**config.mk**
```make
export PLATFORM = sky130hd
export DESIGN_NAME = linear_array_deque_flat
export DESIGN_NICKNAME = d
export VERILOG_FILES = /design/src/design/dlq_pkg.sv /design/src/design/dlq_req_if.sv /design/src/design/dlq_rsp_if.sv /design/src/design/linear_array_deque.sv /design/src/design/dlq_ctrl.sv /design/src/design/dlq_dp.sv /design/src/flat_wrapper.sv
export SDC_FILE = /design/constraint.sdc
export NUM_CORES = 1
export LEC_CHECK = 0
export BUFFER_PORTS_ARGS = -buffer_cell sky130_fd_sc_hd__buf_2
export CAP_MARGIN = 25
export CORE_MARGIN = 4
export CORE_UTILIZATION = 50
export CTS_BUF_LIST = sky130_fd_sc_hd__clkbuf_4 sky130_fd_sc_hd__clkbuf_8
export CTS_CLUSTER_DIAMETER = 60
export DETAILED_ROUTE_END_ITERATION = 10
export PLACE_DENSITY = 0.8
export RECOVER_POWER = 50
export SLEW_MARGIN = 25
export SYNTH_ARGS = -nofsm -noshare
export SYNTH_HDL_FRONTEND = slang
export SYNTH_SLANG_ARGS = --single-unit
```
**constraint.sdc**
```tcl
create_clock -name i_clk -period 6.3 [get_ports i_clk]
set_clock_uncertainty 0.1 [all_clocks]
set_input_delay 0.945 -clock i_clk [delete_from_list [all_inputs] [get_ports i_clk]]
set_output_delay 0.945 -clock i_clk [all_outputs]
set_load 0.02 [all_outputs]
```
**src/design/dlq_pkg.sv**
```systemverilog
// ----------------------------------------------------------------------------
// dlq_pkg: shared types and constants of the linear array deque
// Holds the operation and status codes, field widths, the register map
// and the command and status structs passed between controller and datapath.
// ----------------------------------------------------------------------------
package dlq_pkg;

    localparam int VAL_W    = 32;
    localparam int OP_W     = 2;
    localparam int CAP_W    = 5;
    localparam int APB_DW   = 32;
    localparam int APB_AW   = 3;

    localparam logic [CAP_W-1:0] CAP_RESET = 5'd5;

    // Register index taken from paddr[APB_AW-1:2].
    localparam logic [APB_AW-3:0] REG_CAPACITY = 1'b0;

    typedef enum logic [OP_W-1:0] {
        OP_PUSH_REAR  = 2'd0,
        OP_PUSH_FRONT = 2'd1,
        OP_POP_FRONT  = 2'd2,
        OP_POP_REAR   = 2'd3
    } t_op;

    typedef enum logic [1:0] {
        ST_OK        = 2'd0,
        ST_OVERFLOW  = 2'd1,
        ST_UNDERFLOW = 2'd2
    } t_status;

    // Command from the controller: execute the request on the input channel.
    typedef struct packed {
        logic exec;
    } t_ctrl_cmd;

    // Status of the datapath index registers.
    typedef struct packed {
        logic empty;
        logic idx_zero;
    } t_dp_status;

endpackage

```
**src/design/dlq_req_if.sv**
```systemverilog
// ----------------------------------------------------------------------------
// dlq_req_if: request channel of the linear array deque
// Valid/ready channel carrying one deque operation and its push value.
// ----------------------------------------------------------------------------
interface dlq_req_if;
    import dlq_pkg::*;

    logic                    valid;
    logic                    ready;
    t_op                     operation;
    logic signed [VAL_W-1:0] push_value;

    modport source (output valid, output operation, output push_value, input ready);
    modport sink   (input valid, input operation, input push_value, output ready);

endinterface

```
**src/design/dlq_rsp_if.sv**
```systemverilog
// ----------------------------------------------------------------------------
// dlq_rsp_if: response channel of the linear array deque
// Valid/ready channel carrying the popped value and the operation status.
// ----------------------------------------------------------------------------
interface dlq_rsp_if;
    import dlq_pkg::*;

    logic                    valid;
    logic                    ready;
    logic signed [VAL_W-1:0] pop_value;
    t_status                 status;

    modport source (output valid, output pop_value, output status, input ready);
    modport sink   (input valid, input pop_value, input status, output ready);

endinterface

```
**src/design/linear_array_deque.sv**
```systemverilog
// ----------------------------------------------------------------------------
// linear_array_deque: double-ended queue in a fixed, non-circular array
// Pushes and pops at either end, with overflow and underflow reporting and
// an APB register for the usable capacity.
// ----------------------------------------------------------------------------
//
//  Channel   Direction  Handshake               Beat contents
//  --------  ---------  ----------------------  -------------------------------
//  i_req     in         valid / ready           operation, push_value
//  o_rsp     out        valid / ready           pop_value, status
//  APB       in         psel, penable, pready   capacity at byte address 0
//
// Each request produces one response beat in the cycle after it is accepted;
// the pop data comes straight from the registered read port of the slot
// memory. A new request is taken in the cycle the previous response is
// taken, so one request per cycle is sustained while o_rsp.ready stays high.
// When o_rsp stalls, the response is held and i_req.ready drops until it is
// taken. Synchronous active-low reset empties the deque and sets capacity to
// 5; the slot memory itself is not cleared.
//
module linear_array_deque #(
    parameter int DEPTH = 16
) (
    input  logic                          i_clk,
    input  logic                          i_rst_n,
    dlq_req_if.sink                       i_req,
    dlq_rsp_if.source                     o_rsp,
    input  logic                          psel,
    input  logic                          penable,
    input  logic                          pwrite,
    input  logic [dlq_pkg::APB_AW-1:0]    paddr,
    input  logic [dlq_pkg::APB_DW-1:0]    pwdata,
    output logic [dlq_pkg::APB_DW-1:0]    prdata,
    output logic                          pready
);
    import dlq_pkg::*;

    logic [CAP_W-1:0]    r_capacity;
    logic [CAP_W-1:0]    n_capacity;
    logic [APB_AW-3:0]   reg_idx;
    logic                cfg_write;
    t_ctrl_cmd           cmd;
    t_dp_status          dp_stat;

    // The configuration port never waits. Registers sit on 32-bit words, so
    // the word index is the byte address without its two low bits.
    assign pready    = 1'b1;
    assign reg_idx   = paddr[APB_AW-1:2];
    assign cfg_write = psel && penable && pwrite && pready;

    always_comb begin
        n_capacity = r_capacity;
        if (cfg_write && (reg_idx == REG_CAPACITY)) begin
            n_capacity = pwdata[CAP_W-1:0];
        end
    end

    always_ff @(posedge i_clk) begin
        if (!i_rst_n) begin
            r_capacity <= CAP_RESET;
        end else begin
            r_capacity <= n_capacity;
        end
    end

    assign prdata = (reg_idx == REG_CAPACITY) ? APB_DW'(r_capacity) : '0;

    // The controller owns the handshakes; the datapath executes a request in
    // the cycle the controller accepts it and holds the response registers.
    dlq_ctrl u_ctrl (
        .i_clk       (i_clk),
        .i_rst_n     (i_rst_n),
        .i_in_valid  (i_req.valid),
        .o_in_ready  (i_req.ready),
        .o_out_valid (o_rsp.valid),
        .i_out_ready (o_rsp.ready),
        .o_cmd       (cmd)
    );

    dlq_dp #(
        .DEPTH (DEPTH)
    ) u_dp (
        .i_clk        (i_clk),
        .i_rst_n      (i_rst_n),
        .i_cmd        (cmd),
        .i_op         (i_req.operation),
        .i_push_value (i_req.push_value),
        .i_capacity   (r_capacity),
        .o_pop_value  (o_rsp.pop_value),
        .o_status     (o_rsp.status),
        .o_dp_stat    (dp_stat)
    );

    // A failed operation never carries data.
    a_fail_no_data: assert property (@(posedge i_clk) disable iff (!i_rst_n)
        (o_rsp.valid && (o_rsp.status != ST_OK)) |-> (o_rsp.pop_value == '0))
        else $error("failed operation returned nonzero pop_value");

    // An empty deque always has both indices back at slot 0.
    a_empty_at_zero: assert property (@(posedge i_clk) disable iff (!i_rst_n)
        dp_stat.empty |-> dp_stat.idx_zero)
        else $error("empty deque with indices away from slot 0");

    // Every accepted request is answered in the following cycle.
    a_req_answered: assert property (@(posedge i_clk) disable iff (!i_rst_n)
        (i_req.valid && i_req.ready) |=> o_rsp.valid)
        else $error("accepted request produced no response beat");

    // Reset leaves no response pending.
    a_reset_idle: assert property (@(posedge i_clk)
        !i_rst_n |=> !o_rsp.valid)
        else $error("response valid right after reset");

endmodule

```
**src/design/dlq_ctrl.sv**
```systemverilog
// ----------------------------------------------------------------------------
// dlq_ctrl: handshake controller of the linear array deque
// Tracks whether a response beat is held and issues the execute command.
// ----------------------------------------------------------------------------
module dlq_ctrl (
    input  logic               i_clk,
    input  logic               i_rst_n,
    input  logic               i_in_valid,
    output logic               o_in_ready,
    output logic               o_out_valid,
    input  logic               i_out_ready,
    output dlq_pkg::t_ctrl_cmd o_cmd
);
    import dlq_pkg::*;

    typedef enum logic [1:0] {
        S_IDLE = 2'b01,
        S_RESP = 2'b10
    } t_state;

    t_state r_state;
    t_state n_state;
    logic   accept;

    // A new request may enter whenever the response register is free or is
    // being emptied in this same cycle.
    assign o_in_ready  = (r_state == S_IDLE) || i_out_ready;
    assign o_out_valid = (r_state == S_RESP);
    assign accept      = i_in_valid && o_in_ready;
    assign o_cmd.exec  = accept;

    always_comb begin
        n_state = r_state;
        case (r_state)
            S_IDLE: begin
                if (accept) begin
                    n_state = S_RESP;
                end
            end
            S_RESP: begin
                if (accept) begin
                    n_state = S_RESP;
                end else if (i_out_ready) begin
                    n_state = S_IDLE;
                end
            end
            default: begin
                n_state = S_IDLE;
            end
        endcase
    end

    always_ff @(posedge i_clk) begin
        if (!i_rst_n) begin
            r_state <= S_IDLE;
        end else begin
            r_state <= n_state;
        end
    end

endmodule

```
**src/design/dlq_dp.sv**
```systemverilog
// ----------------------------------------------------------------------------
// dlq_dp: datapath of the linear array deque
// Slot memory, head and tail indices, empty flag and the response registers.
// ----------------------------------------------------------------------------
module dlq_dp #(
    parameter int DEPTH = 16
) (
    input  logic                             i_clk,
    input  logic                             i_rst_n,
    input  dlq_pkg::t_ctrl_cmd               i_cmd,
    input  dlq_pkg::t_op                     i_op,
    input  logic signed [dlq_pkg::VAL_W-1:0] i_push_value,
    input  logic [dlq_pkg::CAP_W-1:0]        i_capacity,
    output logic signed [dlq_pkg::VAL_W-1:0] o_pop_value,
    output dlq_pkg::t_status                 o_status,
    output dlq_pkg::t_dp_status              o_dp_stat
);
    import dlq_pkg::*;

    localparam int AW = $clog2(DEPTH);
    localparam int CW = (AW + 1 > CAP_W) ? AW + 1 : CAP_W;
    localparam logic [CW-1:0] DEPTH_C = CW'(DEPTH);

    logic signed [VAL_W-1:0] mem [DEPTH];

    logic [AW-1:0]           r_head, n_head;
    logic [AW-1:0]           r_tail, n_tail;
    logic                    r_empty, n_empty;
    logic                    r_pop_ok, n_pop_ok;
    t_status                 r_status, n_status;
    logic signed [VAL_W-1:0] r_rd_data;

    logic [CW-1:0]           cap_ext;
    logic [CW-1:0]           usable;
    logic [CW-1:0]           tail_next_ext;
    logic                    is_push;
    logic                    wr_en;
    logic [AW-1:0]           wr_addr;
    logic                    rd_en;
    logic [AW-1:0]           rd_addr;

    // Usable slots are the configured capacity clipped to the array depth.
    assign cap_ext       = CW'(i_capacity);
    assign usable        = (cap_ext > DEPTH_C) ? DEPTH_C : cap_ext;
    assign tail_next_ext = CW'(r_tail) + CW'(1);
    assign is_push       = i_op inside {OP_PUSH_REAR, OP_PUSH_FRONT};

    always_comb begin
        n_head   = r_head;
        n_tail   = r_tail;
        n_empty  = r_empty;
        n_status = ST_OK;
        n_pop_ok = 1'b0;
        wr_en    = 1'b0;
        wr_addr  = r_tail;
        rd_en    = 1'b0;
        rd_addr  = r_head;
        if (is_push) begin
            if (usable == '0) begin
                n_status = ST_OVERFLOW;
            end else if (r_empty) begin
                n_head  = '0;
                n_tail  = '0;
                n_empty = 1'b0;
                wr_en   = 1'b1;
                wr_addr = '0;
            end else if (i_op == OP_PUSH_REAR) begin
                if (tail_next_ext >= usable) begin
                    n_status = ST_OVERFLOW;
                end else begin
                    n_tail  = r_tail + AW'(1);
                    wr_en   = 1'b1;
                    wr_addr = r_tail + AW'(1);
                end
            end else begin
                if (r_head == '0) begin
                    n_status = ST_OVERFLOW;
                end else begin
                    n_head  = r_head - AW'(1);
                    wr_en   = 1'b1;
                    wr_addr = r_head - AW'(1);
                end
            end
        end else begin
            if (r_empty) begin
                n_status = ST_UNDERFLOW;
            end else begin
                n_pop_ok = 1'b1;
                rd_en    = 1'b1;
                rd_addr  = (i_op == OP_POP_FRONT) ? r_head : r_tail;
                if (r_head == r_tail) begin
                    n_head  = '0;
                    n_tail  = '0;
                    n_empty = 1'b1;
                end else if (i_op == OP_POP_FRONT) begin
                    n_head = r_head + AW'(1);
                end else begin
                    n_tail = r_tail - AW'(1);
                end
            end
        end
    end

    always_ff @(posedge i_clk) begin
        if (!i_rst_n) begin
            r_head   <= '0;
            r_tail   <= '0;
            r_empty  <= 1'b1;
            r_pop_ok <= 1'b0;
            r_status <= ST_OK;
        end else if (i_cmd.exec) begin
            r_head   <= n_head;
            r_tail   <= n_tail;
            r_empty  <= n_empty;
            r_pop_ok <= n_pop_ok;
            r_status <= n_status;
        end
    end

    always_ff @(posedge i_clk) begin
        if (i_cmd.exec && wr_en) begin
            mem[wr_addr] <= i_push_value;
        end
    end

    always_ff @(posedge i_clk) begin
        if (i_cmd.exec && rd_en) begin
            r_rd_data <= mem[rd_addr];
        end
    end

    assign o_pop_value        = r_pop_ok ? r_rd_data : '0;
    assign o_status           = r_status;
    assign o_dp_stat.empty    = r_empty;
    assign o_dp_stat.idx_zero = (r_head == '0) && (r_tail == '0);

endmodule
```
**src/flat_wrapper.sv**
```systemverilog
// flat-port wrapper written by rule: the top's interface ports become plain ports
module linear_array_deque_flat import dlq_pkg::*;
#(
    parameter int DEPTH = 16
)
  (i_clk, i_rst_n, psel, penable, pwrite, paddr, pwdata, prdata, pready, i_req_valid, i_req_operation, i_req_push_value, i_req_ready, o_rsp_valid, o_rsp_pop_value, o_rsp_status, o_rsp_ready);
  dlq_req_if i_req_i ();
  dlq_rsp_if o_rsp_i ();
  input  logic i_clk;
  input  logic i_rst_n;
  input  logic psel;
  input  logic penable;
  input  logic pwrite;
  input  logic [dlq_pkg::APB_AW-1:0] paddr;
  input  logic [dlq_pkg::APB_DW-1:0] pwdata;
  output logic [dlq_pkg::APB_DW-1:0] prdata;
  output logic pready;
  input wire logic [$bits(i_req_i.valid)-1:0] i_req_valid;
  input wire logic [$bits(i_req_i.operation)-1:0] i_req_operation;
  input wire logic [$bits(i_req_i.push_value)-1:0] i_req_push_value;
  output wire logic [$bits(i_req_i.ready)-1:0] i_req_ready;
  output wire logic [$bits(o_rsp_i.valid)-1:0] o_rsp_valid;
  output wire logic [$bits(o_rsp_i.pop_value)-1:0] o_rsp_pop_value;
  output wire logic [$bits(o_rsp_i.status)-1:0] o_rsp_status;
  input wire logic [$bits(o_rsp_i.ready)-1:0] o_rsp_ready;
  assign i_req_i.valid = i_req_valid;
  assign i_req_i.operation = i_req_operation;
  assign i_req_i.push_value = i_req_push_value;
  assign i_req_ready = i_req_i.ready;
  assign o_rsp_valid = o_rsp_i.valid;
  assign o_rsp_pop_value = o_rsp_i.pop_value;
  assign o_rsp_status = o_rsp_i.status;
  assign o_rsp_i.ready = o_rsp_ready;
  linear_array_deque #(.DEPTH(DEPTH)) u_core (.i_clk(i_clk), .i_rst_n(i_rst_n), .i_req(i_req_i), .o_rsp(o_rsp_i), .psel(psel), .penable(penable), .pwrite(pwrite), .paddr(paddr), .pwdata(pwdata), .prdata(prdata), .pready(pready));
endmodule
```
==> Word-level counts from Yosys, hierarchy flattened <==
Memory sizes are Yosys's and may differ from the RTL's. A register that Yosys moved wholly into a read port is not among the register bits.
Cells that the tools add are included.
{ "word_totals": {"ram_bits": 512, "memories": 1, "register_bits": 19, "inputBits": 76, "word_cells": 97, "output_inout_bits": 69} }
{ "classes": {"reduce_logical": 16, "order_cmp": 2, "bitwise": 1, "muxes": 52, "addsub": 5, "n_eq_ne": 13} }
{ "memory_table": {"columns": ["memory", "depth", "word_bits", "rd", "rd_ports_with_merged_regs", "write_ports", "line_no", "text"], "rows": [
  ["u_core.u_dp.mem", 16, 32, 1, 1, 1, "dlq_dp.sv:24", "logic signed [VAL_W-1:0] mem [DEPTH];"]
]} }
{ "op_table": {"columns": ["cell", "n"], "rows": [
  ["$mux 4", 24],
  ["$mux 32", 1],
  ["$mux 1", 16],
  ["$mux 2", 8],
  ["$mux 5", 2],
  ["$add 4x1->4 const B", 2],
  ["$sub 4x1->4 const B", 2],
  ["$logic_and 1x1->1", 6],
  ["$ne 3x2->1 const B", 2],
  ["$ne 3x3->1 const B", 2],
  ["$reduce_and 6->1", 1],
  ["$add 4x1->5 const B", 1],
  ["$ge 5x5->1", 1],
  ["$gt 5x5->1 const B", 1],
  ["$logic_not 5->1", 1],
  ["$reduce_and 5->1", 1],
  ["$eq 2x1->1 const B", 2],
  ["$eq 2x2->1 const B", 2],
  ["$eq 4x4->1", 1],
  ["$logic_not 4->1", 1],
  ["$ne 2x2->1 const B", 2],
  ["$pmux 2 s2", 1],
  ["$reduce_and 2->1", 2],
  ["$ne 3x1->1 const B", 1],
  ["other kinds (6)", 6]
]} }

==> Logic depth before layout (Yosys ltp) <==
Gate-level depths: netlist of the first run.
{ "depth": {"word_depth": 11, "mapped_depth": 10} }

==> Modules after synthesis <==
A second synthesis of the first run with hierarchy kept.
{ "unflattened": {"cells_unflattened": 1762, "area_unflattened_um2": 23379.9} }
{ "by_module_without_submodules": {"columns": ["module", "instances", "area_per_inst_um2", "cells_each"], "rows": [
  ["dlq_dp", 1, 22733.1, 1682],
  ["linear_array_deque", 1, 484.2, 58],
  ["dlq_ctrl", 1, 162.7, 22]
]} }

==> Worst setup path after synthesis of the first run <==
No wires, ideal clock.
{ "synth_timing": {"path_kind": "input port to flip-flop", "start": "in i_req_operation[1]", "end": "mem u_core.u_dp.mem[11][0], enable pin", "n_path_buf": 1, "path_slack_ps": 1217, "path_stages": 7, "t_required_ps": 5739, "arrival_ps": 4522, "path_cell_list": "buf_2 > nor2_1 > nor3_1 > a2111o_1 > a211oi_1 > o21ai_1 > nor3_1"} }
{ "synth_between": {"elab_chain_cells": 8, "word_cells_on_any_way": 14} }
{ "synth_rtl": {"columns": ["item", "line_no", "text"], "rows": [
  ["start: declaration", "flat_wrapper.sv:19", "input wire logic [$bits(i_req_i.operation)-1:0] i_req_operation;"],
  ["$logic_not 2->1", "dlq_dp.sv:46, dlq_dp.sv:67", null],
  ["$mux 1", "dlq_dp.sv:67", "end else if (i_op == OP_PUSH_REAR) begin"],
  ["$mux 1", "dlq_dp.sv:61", "end else if (r_empty) begin"],
  ["$mux 1", "dlq_dp.sv:59", "if (usable == '0) begin"],
  ["$mux 1", "dlq_dp.sv:58", "if (is_push) begin"],
  ["$logic_and 1x1->1", "dlq_dp.sv:121", "if (i_cmd.exec && wr_en) begin"],
  ["$mux 1", "dlq_dp.sv:121", null],
  ["$mux 1 (implied by the code)", "dlq_dp.sv:122", "mem[wr_addr] <= i_push_value;"],
  ["end: declaration", "dlq_dp.sv:24", null]
]} }
Parallel ways exist; a longest one is shown, timed or not.

==> Worst setup path after layout of the first run <==
{ "layout_timing": {"start": "reg u_core.u_dp.r_tail[1]", "end": "mem u_core.u_dp.mem[1][26], enable pin"} }
{ "layout_between": {"elab_chain_cells": 10, "word_cells_on_any_way": 17} }
{ "layout_rtl": {"columns": ["item", "line_no", "text"], "rows": [
  ["start: declaration", "dlq_dp.sv:27", "logic [AW-1:0] r_tail, n_tail;"],
  ["start signal: assignment", "dlq_dp.sv:113", "r_tail <= n_tail;"],
  ["$add 4x1->5", "dlq_dp.sv:45", "assign tail_next_ext = CW'(r_tail) + CW'(1);"],
  ["$ge 5x5->1", "dlq_dp.sv:68", "if (tail_next_ext >= usable) begin"],
  ["$mux 1", "dlq_dp.sv:68", null],
  ["$mux 1", "dlq_dp.sv:67", null],
  ["$mux 1", "dlq_dp.sv:61", null],
  ["$mux 1", "dlq_dp.sv:59", null],
  ["$mux 1", "dlq_dp.sv:58", null],
  ["$logic_and 1x1->1", "dlq_dp.sv:121", null],
  ["$mux 1", "dlq_dp.sv:121", null],
  ["$mux 1 (implied by the code)", "dlq_dp.sv:122", null]
]} }
Parallel ways exist; a longest one is shown, timed or not.

==> impl_metrics.csv, run 1 <==
group,metric,value,unit
routing,initialDrtViolationCount,1446,
power,p_switching,1.73,mW
finish,drive_gt1_share,27.8,%
yosys,synth_edf_count,544,
timing,period_needed,4.76,ns
critical_path,r2r_start,"u_core.u_dp.r_tail[1]",
routing,drc,0,
routing,drt_wl_total,46.8,mm
finish,syn2layout_area_growth,12.7,%
power,ir_drop,0.000135,V
run_status,outcome,"complete, but fails checks",
floorplanning,io_pins,145,
worst_hold_path,min_from,"u_core.u_dp.o_status[0]",
yosys,syn_area_per_cell,20.3,sq um
floorplanning,dieArea,0.0482,sq mm
finish,utilization,57.0,%
finish,antenna_cells,0,
global_route,grt_use_total,19.5,%
power,p_clk_share,37.8,%
yosys,synthArstFlopShare,0,%
critical_path,cp_data_arrival_time,4.91,ns
placed_design,routabilityCongestion,0.891,
worst_hold_path,whs_path_depth,2,
critical_path,r2r-end,"u_core.u_dp.mem[1][26]",
floorplanning,rows,77,
placed_design,hpwl,26.3,mm
power,p_per_area,306,mW/mm^2
timing,timing.fmax,0.210,GHz
global_route,grt_overflow,0,
clock_network,clk_latency,0.64,ns
yosys,ys.warnings.count,0,
yosys,seq_area_frac_synth,74.7,%
floorplanning,die_h,220,microns
power,p_leak,8.39,nW
clock_network,post-cts-setup-buffer-count,0,
clock_network,cts-root-buf,"clkbuf_8",
critical_path,path_class,"reg -> reg",
yosys,yosysUniqueCellTypes,64,
critical_path,crit_fanout,26,
routing,wire_per_inst,24.6,microns
clock_network,numCtsBuffers,88,
critical_path,end_kind,"register",
routing,ant_nets,0,
placed_design,place_ws,1.67,ns
worst_hold_path,hold_class,"reg -> reg",
global_route,antenna_found_initial,3,
clock_network,clock-sinks,563,
placed_design,portBuffers,87,
routing,first_pass_iters,5,
floorplanning,start_util,50.6,%
critical_path,startpoint_type,"register",
power,pwr-share-seq,54.4,%
global_route,grt_pass1_vias,11500,
critical_path,cp.required,6.45,ns
timing,worst_slack,1.54,ns
floorplanning,core,0.0442,sq mm
job,maxCapViolCount,2,
run_status,failed_checks,"capacitance limit, slew limit",
power,swShare,22.4,%
routing,via_per_inst,5.95,
power,intPower,5.98,mW
timing,hold_violations,0,
timing,tns,0,ns
global_route,grt_max_degree,68,
clock_network,cts_tree,"yes",
timing,drv_slew,69,
timing,setup_viol,0,
yosys,synth_seq_cells,563,
yosys,synth_top_flop_cell,"edfxtp_1",
timing,rsz0062_at_grt,"false",
timing,timing.final.crit_share,75.5,%
routing,dr_total_vias,11400,
clock_network,postCtsHoldBufs,0,
clock_network,h-tree-depth,3,
yosys,synthesis.area,0.0224,sq mm
clock_network,cts_resized,0,
clock_network,clock_path_buffers,3,
yosys,synthesis.instances,1102,
timing,slew_headroom,-65.3,%
global_route,grt_pass1_wl,70.4,mm
clock_network,clk_pin_slew,0.06,ns
critical_path,rrSetupSlack,1.54,ns
timing,tightest_slew,2.48,ns
worst_hold_path,hold_end,"u_core.u_dp.o_status[0]",
critical_path,ff2ff_path_depth,9,
finish,fin_nets,1339,
power,combPwrFrac,7.8,%
floorplanning,die_w,220,microns
==> final cells by class <==
type	count	area [sq um]
multi-input cells	466	5360
inverters	13	48.8
flip-flops and latches	563	16700
fillers	3155	19000
repair buffers	120	687
clock buffers	114	1420
well taps	592	741
clock inverters	39	249
==> worst max-delay path, stage by stage, from the launching register on <==
cell	delay, ns
dfxtp_1	0.59
ha_1	0.29
xor2_1	0.17
ha_1	0.26
a21oi_1	0.16
o21ai_1	0.24
a2111oi_0	0.76
o21ai_1	0.47
nor3_2	0.73
buf_4	0.60
==> layout by cell type, fill, tap and decap left out, types with 7 or more instances in the layout <==
| master | n |
|---|---|
| a21oi_1 | 19 |
| a221o_1 | 32 |
| a22o_1 | 33 |
| and2_1 | 32 |
| buf_2 | 39 |
| buf_4 | 24 |
| clkbuf_1 | 51 |
| clkbuf_4 | 24 |
| clkbuf_8 | 90 |
| clkinv_1 | 16 |
| clkinv_2 | 15 |
| conb_1 | 28 |
| dfxtp_1 | 19 |
| edfxtp_1 | 544 |
| ha_1 | 11 |
| inv_1 | 13 |
| mux2i_1 | 7 |
| mux4_2 | 128 |
| nand2_1 | 16 |
| nor2_1 | 15 |
| nor2_4 | 13 |
| nor2b_1 | 9 |
| nor3_2 | 8 |
| o21ai_0 | 13 |
==> per-stage QoR <==
stage | hold slack (ns) | power (mW) | cells | instance area, sq um
2_1_floorplan | 0.369 | 4.70 | 1128 | 22500
3_3_place_gp | 0.354 | 4.85 | 1752 | 23600
3_5_place_dp | 0.360 | 4.88 | 1754 | 23600
4_1_cts | 0.370 | 7.78 | 1907 | 25300
5_1_grt | 0.386 | 8.01 | 1907 | 25200
6_report | 0.365 | 7.71 | 1907 | 25200
==> worst max path at each step <==
stage	startpoint	to	slack, ns
5_1_grt	u_core.u_dp.r_tail[0]	u_core.u_dp.mem[1][24]	1.29
3_3_place_gp	u_core.u_dp.r_tail[0]	u_core.u_dp.mem[0][4]	1.86
6_report	u_core.u_dp.r_tail[1]	u_core.u_dp.mem[1][26]	1.54
2_1_floorplan	i_req_operation[1]	u_core.u_dp.mem[11][0]	1.22
3_5_place_dp	u_core.u_dp.r_tail[1]	u_core.u_dp.mem[1][19]	1.67
4_1_cts	u_core.u_dp.r_tail[0]	u_core.u_dp.mem[1][26]	1.65
==> metal layers <==
| metal | part of all wire (%) | track usage (%) | up-vias |
|---|---|---|---|
| li1 | - | - | 4842 |
| met1 | 40 | 27.2 | 5812 |
| met2 | 49 | 31.2 | 605 |
| met3 | 8.7 | 4.30 | 90 |
| met4 | 2.2 | 6.36 | 6 |
| met5 | 0.079 | 0 | - |
==> registers in the layout, summed over array words and instances (netlist names) <==
register / flops
u_core.u_dp.mem: 512
u_core.u_dp.r_rd_data: 32
u_core.r_capacity: 5
u_core.u_dp.r_head: 4
u_core.u_dp.r_tail: 4
u_core.u_ctrl.r_state: 2
u_core.u_dp.o_status: 2
u_core.u_dp.r_empty: 1
u_core.u_dp.r_pop_ok: 1
==> cell usage after synthesis, drive strengths merged (4+ instances only) <==
cell	n	area [sq um]
a21oi	21	105
mux2i	7	70.1
a221o	32	320
a22o	33	289
inv	13	48.8
nand3	5	25.0
clkbuf	26	98.8
o21ai	19	95.1
a211o	5	43.8
xor2	5	43.8
and2	35	219
nor2	29	111
a21o	4	30.0
nand2b	4	25.0
ha	11	138
nor3	11	55.1
a21boi	6	45.0
nor2b	9	56.3
or3	4	25.0
a211oi	6	45.0
mux4	128	2880
buf	60	412
edfxtp	544	16300
nand2	16	60.1
dfxtp	19	380
==> cell families (layout without fill, tap and decap cells) <==
group                    after synthesis  after routing  synth area share (%)
other                                  2             28                0.0336
flip-flops                           563            563                  74.7
AND/OR/NAND/NOR                      127            127                  3.08
AO/OA/AOI/OAI                        157            157                  5.57
buffers and inverters                 99            286                  2.50
XOR/XNOR                               7              7                 0.274
adder cells (fa/ha/maj)               11             11                 0.615
multiplexers                         136            136                  13.2
==> power groups by stage <==
stage          registers [mW]  logic, mW  clock network (mW)
2_1_floorplan            4.26      0.449                   0
3_3_place_gp             4.26      0.587                   0
3_5_place_dp             4.27      0.611                   0
4_1_cts                  4.19      0.612                2.97
5_1_grt                  4.19      0.654                3.16
6_report                 4.19      0.604                2.91
Power figures use the tool's default switching activity.
==> inputs of run 2 (changes only) <==
Settings changed: PLACE_DENSITY 0.8 to 0.82.
Clock period 6.3 ns to 4.35 ns, I/O delays scaled along.
==> impl_metrics.csv, run 2 (synthesis gave the netlist of run 1 again) <==
group,metric,value,unit
run_status,outcome,"complete, but fails checks",
run_status,failed_checks,"capacitance limit, slew limit",
timing,setup_viol,0,
routing,wl_met1,18.8,mm
global_route,grt_pass1_vias,12000,
routing,via_per_inst,6.00,
critical_path,end_kind,"register",
routing,dr_total_vias,11600,
critical_path,cp.depth,10,
floorplanning,die_w,220,microns
global_route,grt_pass1_wl,72.7,mm
power,combPwrFrac,8.0,%
routing,wl_met3,4.04,mm
finish,largestRegisters,"u_core.u_dp.mem: 512 flops, u_core.u_dp.r_rd_data: 32 flops, u_core.r_capacity: 5 flops",
critical_path,path_class,"reg -> reg",
routing,top_layer_used,"met5",
power,pwr-share-seq,53.8,%
critical_path,crit_path_max_incr_delay,0.60,ns
floorplanning,core,0.0442,sq mm
timing,tightest_slew,2.57,ns
clock_network,clock-sinks,563,
routing,initialDrtViolationCount,1229,
finish,mostFrequentLayoutCells,"edfxtp_1, mux4_2, clkbuf_8",
timing,tns,0,ns
routing,wl_met2,23.3,mm
placed_design,portBuffers,87,
worst_hold_path,whs_path_depth,3,
routing,drc,0,
finish,utilization,57.7,%
clock_network,cts_resized,0,
global_route,grt_max_degree,36,
timing,rsz0062_at_grt,"false",
timing,timing.final.crit_share,91.9,%
power,ir_drop,0.000242,V
critical_path,crit_chain,"inv_1 -> ha_1 -> ha_1 -> nand2_1 -> o21ai_1 -> a211oi_1 -> o21ai_0 -> nand3_1 -> nor3_2 -> buf_4",
clock_network,numCtsBuffers,88,
routing,first_pass_iters,5,
floorplanning,dieArea,0.0482,sq mm
routing,drt_wl_total,47.4,mm
critical_path,crit_top_cell,"ha_1",
finish,fin_nets,1351,
critical_path,cpMaxStageDelayCell,"dfxtp_1",
clock_network,cts-root-buf,"clkbuf_8",
clock_network,clock_path_buffers,3,
critical_path,rrSetupSlack,0.35,ns
timing,slew_headroom,-71.3,%
critical_path,r2r_start,"u_core.u_dp.r_tail[0]",
global_route,grt_overflow,0,
critical_path,cpLargestDelayFamily,"compound AO/OA/AOI/OAI gates",
routing,wire_per_inst,24.6,microns
floorplanning,rows,77,
finish,largest-register,"u_core.u_dp.mem",
worst_hold_path,hold_end,"u_core.r_capacity[2]",
finish,design_area,0.0255,sq mm
clock_network,post-cts-setup-buffer-count,0,
global_route,grt_use_total,20.1,%
clock_network,clk_pin_slew,0.05,ns
finish,layout_commonest_cell,"edfxtp_1",
clock_network,cts_tree,"yes",
timing,timing.fmax,0.250,GHz
clock_network,clk_latency,0.65,ns
power,p_per_area,442,mW/mm^2
floorplanning,io_pins,145,
power,p_clk_share,38.2,%
routing,ant_nets,0,
critical_path,cp_data_arrival_time,4.17,ns
power,p_leak,8.51,nW
floorplanning,die_h,220,microns
power,swShare,22.6,%
placed_design,routabilityCongestion,0.823,
timing,drv_slew,34,
timing,hold_violations,0,
critical_path,path_buf_inv,2,
worst_hold_path,hold_class,"in -> reg",
worst_hold_path,min_from,"pwdata[2]",
floorplanning,start_util,50.6,%
placed_design,dpl_cell_area,0.0239,sq mm
placed_design,hpwl,27.3,mm
finish,drive_gt1_share,27.8,%
critical_path,cp.required,4.52,ns
critical_path,ff2ff_path_depth,10,
power,p_switching,2.55,mW
job,maxCapViolCount,1,
timing,period_needed,4.00,ns
critical_path,r2r-end,"u_core.u_dp.mem[1][17]",
finish,syn2layout_area_growth,13.9,%
clock_network,h-tree-depth,3,
finish,largest_register_ffs,512,
clock_network,postCtsHoldBufs,0,
power,intPower,8.73,mW
critical_path,startpoint_type,"register",
critical_path,crit_fanout,20,
global_route,antenna_found_initial,3,
run 2: power by group through the flow:
stage	clock, mW	sequential [mW]	combinational [mW]
3_3_place_gp	0	6.17	0.882
3_5_place_dp	0	6.18	0.915
2_1_floorplan	0	6.16	0.650
4_1_cts	4.41	6.07	0.919
6_report	4.30	6.07	0.905
5_1_grt	4.68	6.07	0.983
run 2: stage by stage:
stage	hold slack (ns)	power, mW	instances	setup slack, ns
2_1_floorplan	0.369	6.81	1128	-0.636
3_3_place_gp	0.354	7.06	1766	0.571
3_5_place_dp	0.363	7.10	1766	0.448
4_1_cts	0.101	11.4	1928	0.421
5_1_grt	0.119	11.7	1928	0.0316
6_report	0.147	11.3	1929	0.352
run 2: cell type report:
| class | instances | area [sq um] |
|---|---|---|
| diodes | 1 | 2.50 |
| clock buffers | 111 | 1400 |
| clock inverters | 51 | 313 |
| fillers | 3142 | 18700 |
| inverters | 13 | 48.8 |
| multi-input cells | 466 | 5360 |
| flip-flops and latches | 563 | 16700 |
| well taps | 592 | 741 |
| repair buffers | 132 | 916 |
run 2: how the worst max path moves through the flow:
stage	endpoint	from	slack, ns
floorplan	u_core.u_dp.mem[11][0]	u_core.u_dp.r_tail[0]	-0.64
global placement	u_core.u_dp.mem[4][21]	u_core.u_dp.r_tail[0]	0.57
detailed placement	u_core.u_dp.mem[5][15]	u_core.u_dp.r_tail[1]	0.45
CTS	u_core.u_dp.mem[5][15]	u_core.u_dp.r_tail[0]	0.42
global route	u_core.u_dp.mem[5][15]	u_core.u_dp.r_tail[0]	0.03
finish	u_core.u_dp.mem[1][17]	u_core.u_dp.r_tail[0]	0.35
run 2: metal layers:
metal / up-vias / track usage, %
met3: 108 / 4.50
met5: - / 0
met4: 4 / 5.99
li1: 4900 / -
met2: 600 / 32.6
met1: 5967 / 27.7
run 2: worst reg2reg max path, delay by kind of cell (launching register included):
family                   cells  cell delay (ns)
AND/OR/NAND/NOR              3             0.68
AO/OA/AOI/OAI                3             1.04
flip-flops                   1             0.60
adder cells (fa/ha/maj)      2             0.68
buffers and inverters        2             0.57
